`config.mk`:
```
export PLATFORM = sky130hd
export DESIGN_NAME = ico_dib_bgra_to_rgba_decoder
export DESIGN_NICKNAME = d
export VERILOG_FILES = /design/src/rtl/icodib_pkg.sv /design/src/rtl/ico_dib_bgra_to_rgba_decoder.sv /design/src/rtl/icodib_front.sv /design/src/rtl/icodib_queue.sv /design/src/rtl/icodib_back.sv
export SDC_FILE = /design/constraint.sdc
export NUM_CORES = 1
export LEC_CHECK = 0
export BUFFER_PORTS_ARGS = -buffer_cell sky130_fd_sc_hd__buf_2
export CORE_AREA = 2 2 254 256
export DETAILED_ROUTE_END_ITERATION = 10
export DIE_AREA = 0 0 256 258
export HOLD_SLACK_MARGIN = 0.15
export SYNTH_ARGS = -nofsm -noshare
export SYNTH_HDL_FRONTEND = slang
export SYNTH_HIERARCHICAL = 1
export SYNTH_SLANG_ARGS = --single-unit
```
`constraint.sdc`:
```
create_clock -name clk -period 7.9 [get_ports clk]
set_clock_uncertainty 0.1 [all_clocks]
set_input_delay 0 -clock clk [delete_from_list [all_inputs] [get_ports clk]]
set_output_delay 0 -clock clk [all_outputs]
set_load 0.01 [all_outputs]
```
`src/rtl/icodib_pkg.sv`:
```
`timescale 1ns / 1ps
// Shared types, codes and constants of the icon bitmap decoder.
package icodib_pkg;

	// Largest image side accepted, in pixels.
	localparam int unsigned MAX_SIDE = 512;
	// Bits that hold any count from 0 up to MAX_SIDE.
	localparam int unsigned SIDE_W   = $clog2(MAX_SIDE + 1);
	localparam logic [31:0] MAX_SIDE32 = 32'(MAX_SIDE);

	// Header layout and acceptance rules.
	localparam logic [31:0] HDR_MIN  = 32'd40;
	localparam logic [15:0] DEPTH_OK = 16'd32;
	localparam logic [31:0] CNT_MAX  = 32'hFFFF_FFFF;

	// Result field widths.
	localparam int unsigned POS_W = 9;
	localparam int unsigned DIM_W = 10;

	// Depth of the queue between front and back.
	localparam int unsigned QDEPTH = 4;
	localparam int unsigned QPTR_W = $clog2(QDEPTH);
	localparam int unsigned QCNT_W = $clog2(QDEPTH + 1);

	typedef enum logic [2:0] {
		ST_OK    = 3'd0,
		ST_SHORT = 3'd1,
		ST_HDR   = 3'd2,
		ST_FMT   = 3'd3,
		ST_DIM   = 3'd4,
		ST_TRUNC = 3'd5
	} status_t;

	typedef struct packed {
		logic [7:0] data_byte;
		logic       end_of_blob;
	} req_t;

	typedef struct packed {
		logic             is_final;
		logic [2:0]       status;
		logic [POS_W-1:0] col;
		logic [POS_W-1:0] row;
		logic [7:0]       red;
		logic [7:0]       green;
		logic [7:0]       blue;
		logic [7:0]       alpha;
		logic [DIM_W-1:0] width;
		logic [DIM_W-1:0] height;
	} res_t;

	// One queue entry: the results that one byte causes, a pixel and/or the status.
	typedef struct packed {
		logic             has_pix;
		logic             has_fin;
		status_t          status;
		logic [POS_W-1:0] col;
		logic [POS_W-1:0] row;
		logic [7:0]       red;
		logic [7:0]       green;
		logic [7:0]       blue;
		logic [7:0]       alpha;
		logic [DIM_W-1:0] width;
		logic [DIM_W-1:0] height;
	} entry_t;

endpackage

```
`src/rtl/ico_dib_bgra_to_rgba_decoder.sv`:
```
`timescale 1ns / 1ps
// Icon-entry bitmap decoder: takes one blob byte per request and emits RGBA pixels and a status.
//
// Each request carries one byte of a bare bitmap info header followed by
// bottom-up B,G,R,A pixel data; end_of_blob marks the last byte. The parser
// assembles header size, width, height, bit depth and compression, accepts
// only 32-bit uncompressed images of side 1..512 (height is half the stored
// height), and from byte offset header_size emits every fourth byte a pixel
// result with its top-down row and column. The last byte of a blob yields a
// status result (0 ok, 1 short, 2 header size, 3 format, 4 dimensions,
// 5 truncated); drop the pixels of that blob if it is nonzero. Bytes after
// the image (the mask) are ignored. One request is taken every cycle while
// full is low: full rises only when the four-entry queue between parser and
// result stage is full, which happens only when pop is held off. The result
// stage hands out one result per cycle while pop is high, so the last byte
// of a blob, which may cause both a pixel and the status, yields them one
// after the other. A result passes through the queue memory and then the
// result register. No clearing pass is needed after reset.
module ico_dib_bgra_to_rgba_decoder (
	input  logic                 clk,
	input  logic                 arst_n,
	input  logic                 push,
	output logic                 full,
	input  icodib_pkg::req_t     request,
	output logic                 empty,
	input  logic                 pop,
	output icodib_pkg::res_t     result
);

	logic               wr_en;
	icodib_pkg::entry_t wr_entry;
	logic               q_empty;
	logic               rd_en;
	icodib_pkg::entry_t rd_entry;

	// Front: parse bytes and queue the results they cause
	icodib_front u_front (
		.clk      (clk),
		.arst_n   (arst_n),
		.push     (push),
		.request  (request),
		.q_full   (full),
		.wr_en    (wr_en),
		.wr_entry (wr_entry)
	);

	// Decouple parser from the result side
	icodib_queue u_queue (
		.clk      (clk),
		.arst_n   (arst_n),
		.wr_en    (wr_en),
		.wr_entry (wr_entry),
		.full     (full),
		.q_empty  (q_empty),
		.rd_en    (rd_en),
		.rd_entry (rd_entry)
	);

	// Back: hold the oldest result until popped
	icodib_back u_back (
		.clk      (clk),
		.arst_n   (arst_n),
		.q_empty  (q_empty),
		.rd_entry (rd_entry),
		.rd_en    (rd_en),
		.pop      (pop),
		.empty    (empty),
		.result   (result)
	);

	// A pixel always lies inside the image it belongs to
	a_pix_col: assert property (@(posedge clk) disable iff (!arst_n)
		(!empty && !result.is_final) |-> ({1'b0, result.col} < result.width))
		else $error("pixel column outside image width");

	a_pix_row: assert property (@(posedge clk) disable iff (!arst_n)
		(!empty && !result.is_final) |-> ({1'b0, result.row} < result.height))
		else $error("pixel row outside image height");

	// Pixel results always carry the ok status
	a_pix_status: assert property (@(posedge clk) disable iff (!arst_n)
		(!empty && !result.is_final) |-> (result.status == icodib_pkg::ST_OK))
		else $error("pixel result with nonzero status");

	// Whenever the queue is full the result stage holds a result
	a_full_has_result: assert property (@(posedge clk) disable iff (!arst_n)
		full |-> !empty)
		else $error("queue full while no result is offered");

endmodule

```
`src/rtl/icodib_front.sv`:
```
`timescale 1ns / 1ps
// Byte parser: assembles the header, tracks pixel position and queues result entries.
module icodib_front (
	input  logic                 clk,
	input  logic                 arst_n,
	input  logic                 push,
	input  icodib_pkg::req_t     request,
	input  logic                 q_full,
	output logic                 wr_en,
	output icodib_pkg::entry_t   wr_entry
);

	logic [31:0]                     byte_count_q;
	logic [31:0]                     hdr_size_q;
	logic [31:0]                     raw_width_q;
	logic [31:0]                     raw_height_q;
	logic [15:0]                     bit_depth_q;
	logic [31:0]                     compression_q;
	logic [1:0]                      byte_in_pixel_q;
	logic [icodib_pkg::SIDE_W-1:0]   pixel_col_q;
	logic [icodib_pkg::SIDE_W-1:0]   stored_row_q;
	logic [23:0]                     held_q;
	logic                            image_complete_q;

	logic                            accept;
	logic                            sat;
	logic [31:0]                     bc_next;
	logic [30:0]                     ih;
	logic                            dims_ok;
	logic                            fmt_ok;
	logic                            hdr_big;
	logic                            hdr_ok;
	logic                            pix_go;
	logic                            pix_done;
	logic [icodib_pkg::SIDE_W-1:0]   width_n;
	logic [icodib_pkg::SIDE_W-1:0]   ih_n;
	logic [icodib_pkg::SIDE_W-1:0]   col_inc;
	logic [icodib_pkg::SIDE_W-1:0]   row_inc;
	logic [icodib_pkg::SIDE_W-1:0]   row_top;
	logic                            row_wrap;
	logic                            complete_next;
	logic                            show_dims;
	icodib_pkg::status_t             status;

	always_comb begin
		accept   = push && !q_full;
		sat      = (byte_count_q == icodib_pkg::CNT_MAX);
		bc_next  = sat ? byte_count_q : byte_count_q + 32'd1;
		ih       = raw_height_q[31:1];
		dims_ok  = !raw_width_q[31] && !raw_height_q[31] &&
			(raw_width_q != 32'd0) && (raw_width_q <= icodib_pkg::MAX_SIDE32) &&
			(ih != 31'd0) && ({1'b0, ih} <= icodib_pkg::MAX_SIDE32);
		fmt_ok   = (bit_depth_q == icodib_pkg::DEPTH_OK) && (compression_q == 32'd0);
		hdr_big  = (hdr_size_q >= icodib_pkg::HDR_MIN);
		hdr_ok   = hdr_big && fmt_ok && dims_ok;
		width_n  = raw_width_q[icodib_pkg::SIDE_W-1:0];
		ih_n     = ih[icodib_pkg::SIDE_W-1:0];
		pix_go   = !sat && (byte_count_q >= hdr_size_q) && !image_complete_q && hdr_ok;
		pix_done = pix_go && (byte_in_pixel_q == 2'd3);
		col_inc  = pixel_col_q + 1'b1;
		row_inc  = stored_row_q + 1'b1;
		row_top  = ih_n - 1'b1 - stored_row_q;
		row_wrap = (col_inc >= width_n);
		complete_next = image_complete_q || (pix_done && row_wrap && (row_inc >= ih_n));

		// Status checks in priority order
		if (bc_next < icodib_pkg::HDR_MIN) begin
			status = icodib_pkg::ST_SHORT;
		end else if (!hdr_big) begin
			status = icodib_pkg::ST_HDR;
		end else if (!fmt_ok) begin
			status = icodib_pkg::ST_FMT;
		end else if (!dims_ok) begin
			status = icodib_pkg::ST_DIM;
		end else if (complete_next) begin
			status = icodib_pkg::ST_OK;
		end else begin
			status = icodib_pkg::ST_TRUNC;
		end
		show_dims = pix_done || (status == icodib_pkg::ST_OK) ||
			(status == icodib_pkg::ST_TRUNC);

		wr_en            = accept && (pix_done || request.end_of_blob);
		wr_entry.has_pix = pix_done;
		wr_entry.has_fin = request.end_of_blob;
		wr_entry.status  = status;
		wr_entry.col     = icodib_pkg::POS_W'(pixel_col_q);
		wr_entry.row     = icodib_pkg::POS_W'(row_top);
		wr_entry.red     = held_q[23:16];
		wr_entry.green   = held_q[15:8];
		wr_entry.blue    = held_q[7:0];
		wr_entry.alpha   = request.data_byte;
		wr_entry.width   = show_dims ? raw_width_q[icodib_pkg::DIM_W-1:0] : '0;
		wr_entry.height  = show_dims ? ih[icodib_pkg::DIM_W-1:0] : '0;
	end

	always_ff @(posedge clk or negedge arst_n) begin
		if (!arst_n) begin
			byte_count_q     <= '0;
			hdr_size_q       <= '0;
			raw_width_q      <= '0;
			raw_height_q     <= '0;
			bit_depth_q      <= '0;
			compression_q    <= '0;
			byte_in_pixel_q  <= '0;
			pixel_col_q      <= '0;
			stored_row_q     <= '0;
			held_q           <= '0;
			image_complete_q <= 1'b0;
		end else if (accept) begin
			if (request.end_of_blob) begin
				// Blob done: start the next one from scratch
				byte_count_q     <= '0;
				hdr_size_q       <= '0;
				raw_width_q      <= '0;
				raw_height_q     <= '0;
				bit_depth_q      <= '0;
				compression_q    <= '0;
				byte_in_pixel_q  <= '0;
				pixel_col_q      <= '0;
				stored_row_q     <= '0;
				held_q           <= '0;
				image_complete_q <= 1'b0;
			end else begin
				byte_count_q <= bc_next;
				// Little-endian header lanes
				if (byte_count_q < 32'd20) begin
					case (byte_count_q[4:0]) inside
						[5'd0:5'd3]: begin
							hdr_size_q[{byte_count_q[1:0], 3'b000} +: 8] <= request.data_byte;
						end
						[5'd4:5'd7]: begin
							raw_width_q[{byte_count_q[1:0], 3'b000} +: 8] <= request.data_byte;
						end
						[5'd8:5'd11]: begin
							raw_height_q[{byte_count_q[1:0], 3'b000} +: 8] <= request.data_byte;
						end
						[5'd14:5'd15]: begin
							bit_depth_q[{byte_count_q[0], 3'b000} +: 8] <= request.data_byte;
						end
						[5'd16:5'd19]: begin
							compression_q[{byte_count_q[1:0], 3'b000} +: 8] <= request.data_byte;
						end
						default: begin
						end
					endcase
				end
				if (pix_go) begin
					if (!pix_done) begin
						held_q[{byte_in_pixel_q, 3'b000} +: 8] <= request.data_byte;
						byte_in_pixel_q <= byte_in_pixel_q + 2'd1;
					end else begin
						held_q          <= '0;
						byte_in_pixel_q <= '0;
						if (row_wrap) begin
							pixel_col_q  <= '0;
							stored_row_q <= row_inc;
						end else begin
							pixel_col_q <= col_inc;
						end
						image_complete_q <= complete_next;
					end
				end
			end
		end
	end

endmodule

```
`src/rtl/icodib_queue.sv`:
```
`timescale 1ns / 1ps
// Short entry queue between the byte parser and the result stage.
module icodib_queue (
	input  logic                 clk,
	input  logic                 arst_n,
	input  logic                 wr_en,
	input  icodib_pkg::entry_t   wr_entry,
	output logic                 full,
	output logic                 q_empty,
	input  logic                 rd_en,
	output icodib_pkg::entry_t   rd_entry
);

	icodib_pkg::entry_t            mem_q [icodib_pkg::QDEPTH];
	logic [icodib_pkg::QPTR_W-1:0] wr_ptr_q;
	logic [icodib_pkg::QPTR_W-1:0] rd_ptr_q;
	logic [icodib_pkg::QCNT_W-1:0] count_q;
	logic                          do_wr;
	logic                          do_rd;

	function automatic logic [icodib_pkg::QPTR_W-1:0] ptr_adv(
		input logic [icodib_pkg::QPTR_W-1:0] ptr);
		return (ptr == icodib_pkg::QPTR_W'(icodib_pkg::QDEPTH - 1)) ? '0 : ptr + 1'b1;
	endfunction

	always_comb begin
		full     = (count_q == icodib_pkg::QCNT_W'(icodib_pkg::QDEPTH));
		q_empty  = (count_q == '0);
		do_wr    = wr_en && !full;
		do_rd    = rd_en && !q_empty;
		rd_entry = mem_q[rd_ptr_q];
	end

	always_ff @(posedge clk) begin
		if (do_wr) begin
			mem_q[wr_ptr_q] <= wr_entry;
		end
	end

	always_ff @(posedge clk or negedge arst_n) begin
		if (!arst_n) begin
			wr_ptr_q <= '0;
			rd_ptr_q <= '0;
			count_q  <= '0;
		end else begin
			if (do_wr) begin
				wr_ptr_q <= ptr_adv(wr_ptr_q);
			end
			if (do_rd) begin
				rd_ptr_q <= ptr_adv(rd_ptr_q);
			end
			if (do_wr && !do_rd) begin
				count_q <= count_q + 1'b1;
			end else if (do_rd && !do_wr) begin
				count_q <= count_q - 1'b1;
			end
		end
	end

endmodule

```
`src/rtl/icodib_back.sv`:
```
`timescale 1ns / 1ps
// Result stage: holds one entry and hands out its pixel, then its status.
module icodib_back (
	input  logic                 clk,
	input  logic                 arst_n,
	input  logic                 q_empty,
	input  icodib_pkg::entry_t   rd_entry,
	output logic                 rd_en,
	input  logic                 pop,
	output logic                 empty,
	output icodib_pkg::res_t     result
);

	icodib_pkg::entry_t cur_q;
	logic               cur_valid_q;
	logic               pix_pend_q;
	logic               take;
	logic               keep;

	always_comb begin
		empty = !cur_valid_q;
		take  = pop && cur_valid_q;
		// Pixel popped but the status of the same byte still waits
		keep  = pix_pend_q && cur_q.has_fin;
		rd_en = !q_empty && (!cur_valid_q || (take && !keep));

		result.width  = cur_q.width;
		result.height = cur_q.height;
		if (pix_pend_q) begin
			result.is_final = 1'b0;
			result.status   = icodib_pkg::ST_OK;
			result.col      = cur_q.col;
			result.row      = cur_q.row;
			result.red      = cur_q.red;
			result.green    = cur_q.green;
			result.blue     = cur_q.blue;
			result.alpha    = cur_q.alpha;
		end else begin
			result.is_final = 1'b1;
			result.status   = cur_q.status;
			result.col      = '0;
			result.row      = '0;
			result.red      = '0;
			result.green    = '0;
			result.blue     = '0;
			result.alpha    = '0;
		end
	end

	always_ff @(posedge clk) begin
		if (rd_en) begin
			cur_q <= rd_entry;
		end
	end

	always_ff @(posedge clk or negedge arst_n) begin
		if (!arst_n) begin
			cur_valid_q <= 1'b0;
			pix_pend_q  <= 1'b0;
		end else if (rd_en) begin
			cur_valid_q <= 1'b1;
			pix_pend_q  <= rd_entry.has_pix;
		end else if (take) begin
			if (keep) begin
				pix_pend_q <= 1'b0;
			end else begin
				cur_valid_q <= 1'b0;
				pix_pend_q  <= 1'b0;
			end
		end
	end

endmodule
```
==> summary.txt <==
Critical path
  • Worst setup path category: reg2reg
  • Critical Path Max Stage Delay: 0.77 ns
  • Crit path launch: u_front/byte_count_q[0]
  • Crit-path slowest cell: dfrtp_1
  • Critical path capture point type: flop
  • Crit-path max FO: 41
  • Crit path buf inv count: 3
  • Worst R2R Path Depth: 13
  • Cell mode on critical path: buf_4
  • CP required: 8.07 ns
  • FF-to-FF setup slack: 2.50 ns
  • Worst setup SP type: flop
  • Cell Chain, Critical Path: inv_1, ha_1, nand2b_1, a2111oi_0, o41a_1, a311oi_1, a21o_1, a21oi_2, buf_4, nor2_1, nor2b_2, and2_4, buf_4
  • Top Family by Delay on Critical Path: buffers and inverters
  • WP depth: 13
  • Worst R2R Start: u_front/byte_count_q[0]
  • Critical Path AT: 5.57 ns

Logic synthesis
  • Number of synthesized flops with an enable pin: 374
  • Distinct cell type count after synthesis: 81
  • Biggest area consumer among synthesized cells: edfxtp_1
  • Syn. warnings: 6
  • Avg Inst Size Synth: 13.1 um2
  • Number of synthesized register bits: 605
  • Post-Synth XOR/XNOR Area: 1.24%
  • Post-synth top area share: 40.7%
  • Post-synthesis compound-gate area fraction: 8.61%
  • Combinational family with the most area after synthesis: simple AND/OR/NAND/NOR gates
  • Post-Syn Nets: 2197
  • Post-synthesis simple-gate area fraction: 10.9%
  • Synth Instances: 2104
  • Asr flop ratio synth: 38.2%
  • Area contributors post-synth: edfxtp_1 41%, dfrtp_1 21%, mux4_2 6.1%
  • Post-synth top flop: edfxtp_1
  • Synth Cell Area: 27600 um2
  • Register area share after synthesis: 61.7%
  • Synth Area in Adders: 3.68%
  • Post-synthesis mux area share: 8.86%

Place
  • Worst slack at placement: 2.51 ns
  • Post-DP HPWL: 40.2 mm
  • Number of I/O port buffers: 88
  • Routability Congestion: 0.875

Detailed routing
  • Drt first pass iters: 5
  • Initial DRC count: 1256
  • Vias per cell: 5.49
  • DRC errors left: 0
  • Vias: 16727
  • Avg WL per Cell: 20.3 um
  • Final wirelength: 61.9 mm
  • Routed Antenna Nets: 0

Min path
  • Worst hold stages: 4
  • Worst hold path type: in2reg
  • HP Start: pop

Floorplanning
  • Die width: 256 um
  • Area of the core: 63600 um2
  • DIE HEIGHT: 258 um
  • Initial Util: 43.3%
  • Num ports: 89
  • Die area: 66000 um2
  • Row cnt: 93

Finish
  • Final layout net count: 2231
  • Core Util, Final: 48.1%
  • # diodes: 0
  • Ratio of cells with drive above 1 in the final layout: 16.8%
  • Area grow syn2layout: 10.9%
  • # fillers: 5589

Global routing
  • Grt ovf: 0
  • First-pass GRT wire length: 97.0 mm
  • Total track usage: 18.7%
  • Vias in the first global route: 16457
  • Initial antenna violation count: 0
  • Largest net degree at the start of global routing: 105

Power and ir drop
  • Total power draw: 0.0103 W
  • PwrDens: 336 nW/um2
  • Combinational share of power: 26.9%
  • VDD IR-drop max: 0.000268 V
  • Sequential share of power: 44.8%
  • Psw: 0.00329 W
  • Sw Ratio: 32.0%
  • P_leak: 11.6 nW
  • Clock power frac: 28.3%
  • Internal power: 0.00700 W

Timing
  • Setup TNS: 0 ns
  • Endpoints failing setup: 0
  • Min Tclk post-route: 5.40 ns
  • Final WS setup: 2.50 ns
  • Worst-Margin Slew: 1.32 ns
  • Final hold vios: 0
  • Slew Limit Headroom: 11.4%
  • F_max: 185 MHz
  • Unrepaired setup endpoints after global routing: false
  • Final worst path period share: 68.3%
  • Pins over their slew limit: 0

CTS
  • Clk root buf: clkbuf_16
  • TritonCTS Sinks: 605
  • Max clock buf depth: 3
  • CTS tree: done
  • Post-CTS Setup Inserts: 0
  • Max H-tree Level: 2
  • CTS resizes: 0
  • CTS buffer count: 61
  • Clk pin slew, worst setup/hold paths: 0.07 ns
  • Worst-Skew Late Latency: 0.65 ns

Outcome
  • Status: completed

Job
  • Max Cap Viol: 0
==> power by group through the flow <==
stage / Clock (W) / Sequential, W / Combinational (W)
4_1_cts: 0.00299 / 0.00462 / 0.00281
3_3_place_gp: 0 / 0.00466 / 0.00275
6_report: 0.00291 / 0.00461 / 0.00277
5_1_grt: 0.00311 / 0.00469 / 0.00305
2_1_floorplan: 0 / 0.00444 / 0.00221
3_5_place_dp: 0 / 0.00468 / 0.00279
==> metal layers <==
metal  GRT usage, %  wire (um)
met4           5.69       1600
met3           2.92       3090
met2           30.7      29500
met5              0          0
met1           25.9      27800
==> synthesized netlist by cell type, types with 19 or more instances <==
cell type  count
and3_1        40
inv_1        127
o21ai_0      160
and2_1        66
ha_1          78
buf_4         48
nand4_1       29
dfrtp_1      231
mux2_2        44
nand3_1       64
xnor2_1       28
nor4_1        41
nor2_1        59
buf_2         19
clkbuf_1      70
nand2_1      213
a21oi_1       61
nor3_1        25
edfxtp_1     374
mux4_2        75
mux2i_1       26
==> tightest hold or removal path: stages <==
cell and delay, ns:
dlygate4sd3_1 0.52, buf_2 0.12, nor3b_1 0.17, a221o_1 0.14
==> cells by family (layout without fill, tap and decap cells) <==
logic type,Yosys count,after routing
flops,605,605
simple gates,590,590
compound gates,366,366
buf+inv,279,365
mux,145,145
fa+ha+maj,80,80
xor+xnor,39,39
==> metrics by stage <==
stage          instance area, um2  hold slack [ns]  instances
2_1_floorplan               27600           -0.396       2104
3_3_place_gp                28400           0.0216       2916
3_5_place_dp                28400           0.0345       2916
4_1_cts                     30600            0.204       3045
5_1_grt                     30600            0.257       3045
6_report                    30600            0.229       3045
==> path summary, 6_finish.rpt <==
kind / to
hold reg to reg: u_front/raw_height_q[24]
min in group asynchronous: u_front/raw_height_q[25]
hold / removal: u_back/pix_pend_q
setup reg to reg: u_queue/mem_q[1][30]
setup / recovery: u_queue/mem_q[1][30]
max in group asynchronous: u_queue/rd_ptr_q[1]
==> repair_timing <==
item                                    4_1_cts  5_1_grt
hold endpoints to repair                    378        0
endpoints found under the setup margin        0        0
hold buffers                                 14        0
==> state kept, by name (all words and copies together) (netlist names), 2 cells and up <==
register and flops:
u_queue/count_q 3, u_front/pixel_col_q 10, u_front/bit_depth_q 16, u_front/raw_width_q 32, u_front/hdr_size_q 32, u_front/byte_count_q 32, u_back/result 20, u_front/byte_in_pixel_q 2
u_front/stored_row_q 10, u_back/cur_q 54, u_queue/rd_ptr_q 2, u_queue/wr_ptr_q 2, u_front/compression_q 32, u_queue/mem_q 300, u_front/raw_height_q 31, u_front/held_q 24
==> area by class of cell <==
cell class              instances  area [um2]  area share (%)
repair buffers                123         766            2.50
inverters                     127         477            1.56
clock buffers                  79        1610            5.28
clock inverters                36         428            1.40
flip-flops and latches        605       17000            55.6
multi-input cells            1220        9220            30.1
well taps                     855        1070            3.50
==> placed cells by master, fill, tap and decap left out, drive strengths merged, types with 5 or more instances in the layout <==
cell type | synthesis | final
nand3 | 64 | 64
mux2i | 26 | 26
o21bai | 5 | 5
nor3 | 27 | 27
a21oi | 62 | 62
nor4 | 42 | 42
and3 | 40 | 40
xnor2 | 28 | 28
and4 | 10 | 10
xor2 | 11 | 11
nor2b | 7 | 7
inv | 127 | 127
a32o | 5 | 5
nor4b | 5 | 5
a2111oi | 5 | 5
nand2b | 6 | 6
ha | 78 | 78
and2 | 68 | 68
mux4 | 75 | 75
o31ai | 14 | 14
edfxtp | 374 | 374
o21a | 5 | 5
a211oi | 26 | 26
a31oi | 12 | 12
o21ai | 172 | 172
clkbuf | 70 | 79
o221ai | 5 | 5
o22ai | 8 | 8
nand4 | 32 | 32
bufinv | 0 | 7
dlygate4sd3 | 0 | 13
a21o | 8 | 8
nand2 | 213 | 213
mux2 | 44 | 44
clkinv | 0 | 27
o211ai | 7 | 7
nor2 | 59 | 59
dfrtp | 231 | 231
buf | 82 | 110
Power figures use the tool's default switching activity.
